<file path="config.mk">
export PLATFORM = sky130hd
export DESIGN_NAME = keyword_substitution_cipher
export DESIGN_NICKNAME = d
export VERILOG_FILES = /design/src/hw/rtl/kwsc_pkg.sv /design/src/hw/rtl/keyword_substitution_cipher.sv /design/src/hw/rtl/kwsc_table.sv
export SDC_FILE = /design/constraint.sdc
export NUM_CORES = 1
export LEC_CHECK = 0
export BUFFER_PORTS_ARGS = -buffer_cell sky130_fd_sc_hd__buf_4
export CORE_MARGIN = 4
export CORE_UTILIZATION = 39
export DETAILED_ROUTE_END_ITERATION = 12
export PLACE_DENSITY = 0.66
export SLEW_MARGIN = 25
export SYNTH_ARGS = -nofsm -noshare
export SYNTH_HDL_FRONTEND = slang
export SYNTH_HIERARCHICAL = 1
export SYNTH_SLANG_ARGS = --single-unit
</file>
<file path="constraint.sdc">
create_clock -name clk -period 3.9 [get_ports clk]
set_clock_uncertainty 0.15 [all_clocks]
set_input_delay 0.195 -clock clk [delete_from_list [all_inputs] [get_ports clk]]
set_output_delay 0.195 -clock clk [all_outputs]
set_load 0.01 [all_outputs]
</file>
<file path="src/hw/rtl/kwsc_pkg.sv">
// kwsc_pkg: shared types and constants for the keyword substitution cipher
// used by kwsc_table and keyword_substitution_cipher; no dependencies

package kwsc_pkg;

    localparam int ALPHABET_SIZE = 26;
    localparam int IDX_W         = (ALPHABET_SIZE > 1) ? $clog2(ALPHABET_SIZE) : 1;
    localparam int CNT_W         = $clog2(ALPHABET_SIZE + 1);

    localparam logic [7:0] FIRST_LETTER = 8'h41;

    // opcodes
    localparam logic [1:0] OP_CLEAR   = 2'd0;
    localparam logic [1:0] OP_KEY     = 2'd1;
    localparam logic [1:0] OP_FINISH  = 2'd2;
    localparam logic [1:0] OP_ENCRYPT = 2'd3;

    // status codes
    localparam logic [1:0] ST_OK        = 2'd0;
    localparam logic [1:0] ST_IGNORED   = 2'd1;
    localparam logic [1:0] ST_NOT_READY = 2'd2;

    typedef struct packed {
        logic [1:0] opcode;
        logic [7:0] data_in;
    } kwsc_in_t;

    typedef struct packed {
        logic [7:0] data_out;
        logic [1:0] status;
    } kwsc_out_t;

    // table write port
    typedef struct packed {
        logic             en;
        logic [IDX_W-1:0] addr;
        logic [IDX_W-1:0] data;
    } kwsc_wr_t;

    // table read port
    typedef struct packed {
        logic             en;
        logic [IDX_W-1:0] addr;
    } kwsc_rd_t;

endpackage

</file>
<file path="src/hw/rtl/keyword_substitution_cipher.sv">
// keyword_substitution_cipher: top level, sequencer around the table write path
// depends on kwsc_pkg and kwsc_table
//
//   channel  | signals                         | direction | carries
//   ---------+---------------------------------+-----------+---------------------
//   request  | req_valid, req_ready, req       | in        | opcode, data_in
//   response | rsp_valid, rsp_ready, rsp       | out       | data_out, status
//
// one request transaction at a time, exactly one response transaction each
// clear, key letter, refused items and non-letter encrypts: response valid the next cycle
// encrypt of a letter on a sealed table: goes through S_READ, for the registered read port of the table memory
// finish: after the accept, S_FILL steps through all 26 alphabet letters on the append path
// rst_n clears control state and the used-letter bits; table contents stay undefined
// a stalled response holds in its register; no request is taken until it leaves

module keyword_substitution_cipher
(
    input  logic               clk,
    input  logic               rst_n,
    input  logic               req_valid,
    output logic               req_ready,
    input  kwsc_pkg::kwsc_in_t  req,
    output logic               rsp_valid,
    input  logic               rsp_ready,
    output kwsc_pkg::kwsc_out_t rsp
);

    // sequencer states
    localparam logic [1:0] S_IDLE = 2'd0;
    localparam logic [1:0] S_FILL = 2'd1;
    localparam logic [1:0] S_READ = 2'd2;
    localparam logic [1:0] S_RESP = 2'd3;

    logic [1:0]                           state_reg, state_next;
    logic [kwsc_pkg::ALPHABET_SIZE-1:0]   used_reg, used_next;
    logic [kwsc_pkg::CNT_W-1:0]           fill_reg, fill_next;
    logic [kwsc_pkg::IDX_W-1:0]           scan_reg, scan_next;
    logic                                 sealed_reg, sealed_next;
    logic [7:0]                           byte_reg, byte_next;
    kwsc_pkg::kwsc_out_t                  rsp_reg, rsp_next;

    kwsc_pkg::kwsc_wr_t                   wr;
    kwsc_pkg::kwsc_rd_t                   rd;
    logic [kwsc_pkg::IDX_W-1:0]           rd_data;

    // letter decode of the incoming byte
    logic [7:0]                           diff;
    logic                                 is_letter;
    logic [kwsc_pkg::IDX_W-1:0]           in_idx;
    logic                                 room;

    assign diff      = req.data_in - kwsc_pkg::FIRST_LETTER;
    assign is_letter = (req.data_in >= kwsc_pkg::FIRST_LETTER)
                       && (diff < 8'(kwsc_pkg::ALPHABET_SIZE));
    assign in_idx    = diff[kwsc_pkg::IDX_W-1:0];
    assign room      = fill_reg < kwsc_pkg::CNT_W'(kwsc_pkg::ALPHABET_SIZE);

    kwsc_table u_table
    (
        .clk     (clk),
        .wr      (wr),
        .rd      (rd),
        .rd_data (rd_data)
    );

    always_comb
    begin
        state_next  = state_reg;
        used_next   = used_reg;
        fill_next   = fill_reg;
        scan_next   = scan_reg;
        sealed_next = sealed_reg;
        byte_next   = byte_reg;
        rsp_next    = rsp_reg;
        wr.en       = 1'b0;
        wr.addr     = fill_reg[kwsc_pkg::IDX_W-1:0];
        wr.data     = in_idx;
        rd.en       = 1'b0;
        rd.addr     = in_idx;

        case (state_reg)
            S_IDLE:
            begin
                if (req_valid)
                begin
                    byte_next         = req.data_in;
                    rsp_next.data_out = req.data_in;
                    rsp_next.status   = kwsc_pkg::ST_OK;
                    state_next        = S_RESP;
                    case (req.opcode)
                        kwsc_pkg::OP_CLEAR:
                        begin
                            used_next   = '0;
                            fill_next   = '0;
                            sealed_next = 1'b0;
                        end
                        kwsc_pkg::OP_KEY:
                        begin
                            if (sealed_reg || !is_letter || used_reg[in_idx])
                            begin
                                rsp_next.status = kwsc_pkg::ST_IGNORED;
                            end
                            else
                            begin
                                // append the new key letter
                                used_next[in_idx] = 1'b1;
                                if (room)
                                begin
                                    wr.en     = 1'b1;
                                    fill_next = fill_reg + 1'b1;
                                end
                            end
                        end
                        kwsc_pkg::OP_FINISH:
                        begin
                            if (sealed_reg)
                            begin
                                rsp_next.status = kwsc_pkg::ST_IGNORED;
                            end
                            else
                            begin
                                scan_next  = '0;
                                state_next = S_FILL;
                            end
                        end
                        default:
                        begin
                            if (!sealed_reg)
                            begin
                                rsp_next.status = kwsc_pkg::ST_NOT_READY;
                            end
                            else if (is_letter)
                            begin
                                // look up the table, mapped byte comes next cycle
                                rd.en      = 1'b1;
                                state_next = S_READ;
                            end
                        end
                    endcase
                end
            end
            S_FILL:
            begin
                // one letter per cycle: append it when the keyword did not use it
                wr.data = scan_reg;
                if (!used_reg[scan_reg])
                begin
                    used_next[scan_reg] = 1'b1;
                    if (room)
                    begin
                        wr.en     = 1'b1;
                        fill_next = fill_reg + 1'b1;
                    end
                end
                if (scan_reg == kwsc_pkg::IDX_W'(kwsc_pkg::ALPHABET_SIZE - 1))
                begin
                    sealed_next       = 1'b1;
                    rsp_next.data_out = byte_reg;
                    rsp_next.status   = kwsc_pkg::ST_OK;
                    state_next        = S_RESP;
                end
                else
                begin
                    scan_next = scan_reg + 1'b1;
                end
            end
            S_READ:
            begin
                rsp_next.data_out = kwsc_pkg::FIRST_LETTER + 8'(rd_data);
                rsp_next.status   = kwsc_pkg::ST_OK;
                state_next        = S_RESP;
            end
            default:
            begin
                // response waits here until the transaction completes
                if (rsp_ready)
                begin
                    state_next = S_IDLE;
                end
            end
        endcase
    end

    always_ff @(posedge clk or negedge rst_n)
    begin
        if (!rst_n)
        begin
            state_reg  <= S_IDLE;
            used_reg   <= '0;
            fill_reg   <= '0;
            sealed_reg <= 1'b0;
        end
        else
        begin
            state_reg  <= state_next;
            used_reg   <= used_next;
            fill_reg   <= fill_next;
            sealed_reg <= sealed_next;
        end
    end

    // payload registers
    always_ff @(posedge clk)
    begin
        scan_reg <= scan_next;
        byte_reg <= byte_next;
        rsp_reg  <= rsp_next;
    end

    assign req_ready = (state_reg == S_IDLE);
    assign rsp_valid = (state_reg == S_RESP);
    assign rsp       = rsp_reg;

endmodule

</file>
<file path="src/hw/rtl/kwsc_table.sv">
// kwsc_table: substitution table memory, one write and one registered read port
// depends on kwsc_pkg

module kwsc_table
(
    input  logic                      clk,
    input  kwsc_pkg::kwsc_wr_t        wr,
    input  kwsc_pkg::kwsc_rd_t        rd,
    output logic [kwsc_pkg::IDX_W-1:0] rd_data
);

    logic [kwsc_pkg::IDX_W-1:0] mem [kwsc_pkg::ALPHABET_SIZE];
    logic [kwsc_pkg::IDX_W-1:0] rd_data_reg;

    always_ff @(posedge clk)
    begin
        if (wr.en)
        begin
            mem[wr.addr] <= wr.data;
        end
    end

    always_ff @(posedge clk)
    begin
        if (rd.en)
        begin
            rd_data_reg <= mem[rd.addr];
        end
    end

    assign rd_data = rd_data_reg;

endmodule

</file>
==> results.txt <==
The worst endpoint data arrival time came out at 3.62 ns. The number of detailed-routing iterations run before antenna repair came out at 5. The count of standard-cell rows came out at 55. Across every metal layer, demand over resource in global routing totals 16.75%. The setup slack on the worst flop-to-flop path is 0.30 ns. The die span in x came out at 161.7 um. Ranked by total cell area, the synthesized netlist is headed by edfxtp_1 51%, dfrtp_1 9.2%, mux2i_1 5.6%. The maximum operating frequency came out at 271.2 MHz. The most frequent cell after synthesis is edfxtp_1. After layout, the design draws a total of 0.007069 W. The number of antenna violations at the first check in global routing came out at 0. After synthesis, flip-flops and latches occupy 60.73% of the total area. The number of hold violations in the final report came out at 0. The DRC violations left is 0. The worst-case IR drop observed on VDD is 0.0002768 V. The fraction of layout cells with a size suffix above 1 is 17.75%. The worst setup path is launched from an input port. Compared with the post-synthesis result, the final layout area differs by 15.21%. The flip-flop count of the largest register after layout is 130.

The run finished with clean final reports. Setup repair after global routing could not meet its margin everywhere. STA puts the critical path data required time at 3.83 ns. After clock tree synthesis, the clock-pin slew on the worst setup and hold paths is 0.07 ns.

Subtracting the final worst setup slack from the clock period gives 3.687 ns. The net count of the finished layout is 798. The first global-routing pass estimated 34.12 mm of wire. TritonCTS built the clock tree. The worst setup path is of the input port to flop kind. The depth of the worst register-to-register path came out at 9. In this run the clock root is driven by a clkbuf_16. The max-slew headroom at the worst pin is 51.54%. Once detailed placement completed, the half-perimeter wirelength came to 14.41 mm. The summed negative setup slack over all endpoints is 0 ns.

The via-per-instance ratio came out at 5.576. The number of CTS-inserted buffers is 17. On the final layout, the worst hold slack is 0.02594 ns. The area fraction of the dominant cell type after synthesis came out at 51.49%.

The routed length per placed instance came out at 19.61 um. CTS built an H-tree with a depth of 4. The number of I/O pins is 26. Across all setup checks in the final design, the least slack found is 0.2126 ns. The count of pins over their slew limit is 0.

The number of synthesized flops with an enable pin is 158. The biggest fanout along the worst timing path is 15. The detail route stage leaves a number of antenna-violating nets equal to 0.

The clock latency of the later-clocked register in the worst-skew pair came out at 0.44 ns. The maximum number of pins on one net before global-route repair came out at 46. The mean instance size in the synthesized netlist is 12.87 sq um. The total power per unit cell area is 666.0 nW/um^2.

Measured on the finished design, the core utilization comes to 46.32%. The min-delay analysis places its worst path in the category input port to flop. The gate count of the mapped netlist came out at 716.

Synthesis inferred 192 register bits. Across all layers, the routed design uses 6,111 vias. The transition time of the tightest slew-check pin came out at 0.7269 ns.

The longest clock path from root to sink contains 2 buffers. During synthesis, Yosys emitted a total of 6 warnings. The via count of the first global-routing pass came out at 5,977.

The die height is 161.7 um. The final RePlAce weighted congestion came out at 0.9143. The core region is 22,920 sq um. The sum of overflow across all layers after global routing is 0. The synthesized netlist net count came out at 744. The routed wire length came out at 21.49 mm.

The tree built by TritonCTS fans out to 192 sinks. The number of unique standard cell types used by synthesis is 65. The number of DRC markers after the initial detailed-route iteration came out at 438. The number of max-cap violations came out at 0. In this run the static leakage power is 3.846 nW. The number of cells on the worst hold path came out at 3. The count of antenna diodes in the layout came out at 0. The number of setup buffers added after CTS is 0. For this configuration, the core starts out at a cell density of 40.21%. The area of the mapped netlist came out at 9214 sq um.

The launch point of the worst reg-to-reg path is scan_reg[0]$_SDFFCE_PN0P_. In the synthesized netlist, the cells that appear most often are 158 x edfxtp_1, 83 x nor2_1, 57 x nand2_1. Setup violations remaining at the end of the flow were counted as 0. The floorplan die area came out at 26,150 sq um. In this run the most critical hold path is launched from rsp_ready. The number of buffer cells added on primary ports came out at 25. In the synthesized netlist the dominant register cell turns out to be edfxtp_1.

Summed over all instances, the cell type with the most area after synthesis is edfxtp_1. Before CTS, the worst setup slack after placement is 0.1108 ns. After synthesis, the share of flip-flops with an asynchronous set or reset is 17.71%.

The endpoint identified for the worst register-to-register timing path is u_table/mem[8][3]$_DFFE_PP_. The portion of the clock cycle consumed by the worst path in the final layout is 94.55%. The terminating pin of the worst hold path is state_reg[1]$_DFFE_PN0P_. The kind of end point of the critical path is a flop.
timing repair:
item / in CTS / in global routing
hold buffers: 9 / 0
hold endpoints to repair: 44 / 0
endpoints found under the setup margin: 0 / 35
gates resized for setup: 0 / 2
cell families after synthesis:
group,share of synthesized area (%)
AO/OA/AOI/OAI,8.949
buffers and inverters,2.811
AND/OR/NAND/NOR,12.59
XOR/XNOR,0.8556
flip-flops,60.73
multiplexers,12.17
adder cells (fa/ha/maj),1.901
layer usage:
layer | wire (um) | share of wire, % | vias to the layer above | track usage [%]
met2 | 10530 | 49 | 204 | 27.19
met3 | 1022 | 4.8 | 40 | 2.817
met5 | 0 | 0 | - | 0
li1 | - | - | 2826 | -
met1 | 9367 | 44 | 3041 | 23.08
met4 | 573 | 2.7 | 0 | 5.690
where the power goes:
part | switching [W] | internal [W] | leakage [nW] | total [W]
combinational | 0.00134 | 0.000816 | 1.67 | 0.00215
clock | 0.000830 | 0.000980 | 0.297 | 0.00181
sequential | 0.000299 | 0.00281 | 1.88 | 0.00311
total | 0.00247 | 0.00460 | 3.85 | 0.00707
layout make-up:
type	instances	area [sq um]
Sequential cell	192	5595
Clock buffer	17	425.4
Clock inverter	15	193.9
Multi-Input combinational cell	470	3386
Fill cell	2060	12300
Tap cell	313	391.6
Timing Repair Buffer	71	555.5
Inverter	18	67.56
critical path, stage by stage:
cell           delay (ns)
dlygate4sd3_1        0.54
buf_4                0.20
nor3b_1              0.31
nor3b_1              0.29
mux2i_1              0.28
nand4b_1             0.16
o21bai_1             0.22
o31ai_1              0.28
and2_1               0.21
or3b_1               0.53
nor2_1               0.41
worst max-delay path by stage:
stage	startpoint	end	slack (ns)	cells past startpoint
after floorplan	req[0]	u_table/mem[0][0]$_DFFE_PP_	0.08	15
after global placement	req[1]	u_table/mem[16][3]$_DFFE_PP_	0.20	12
after detailed placement	req[1]	u_table/mem[12][4]$_DFFE_PP_	0.11	12
after CTS	req[2]	u_table/mem[24][1]$_DFFE_PP_	0.24	11
after global routing	req[3]	u_table/mem[8][0]$_DFFE_PP_	-0.11	11
final	req[2]	u_table/mem[8][3]$_DFFE_PP_	0.21	11
metrics by stage:
stage / instance area, sq um / cells
finish: 10620 / 1096
global route: 10620 / 1096
CTS: 10610 / 1096
detailed placement: 9901 / 1055
global placement: 9901 / 1055
floorplan: 9214 / 716
placed cells by master, fill, tap and decap left out, types with 7 or more instances in the layout:
| master | Yosys | layout |
|---|---|---|
| edfxtp_1 | 158 | 158 |
| nor2_1 | 83 | 81 |
| buf_4 | 3 | 62 |
| nand2_1 | 57 | 57 |
| mux2i_1 | 52 | 52 |
| a21oi_1 | 51 | 49 |
| dfrtp_1 | 34 | 34 |
| nand3_1 | 30 | 30 |
| mux4_2 | 18 | 18 |
| clkbuf_16 | 0 | 17 |
| o22ai_1 | 16 | 16 |
| inv_1 | 16 | 15 |
| o21ai_0 | 15 | 14 |
| ha_1 | 14 | 14 |
| nor2b_1 | 12 | 12 |
| o211ai_1 | 9 | 9 |
| nand3b_1 | 9 | 9 |
| dlygate4sd3_1 | 0 | 9 |
| mux2_2 | 7 | 7 |
| nand4_1 | 7 | 7 |
Note: power is estimated with default switching activity, not from simulation.
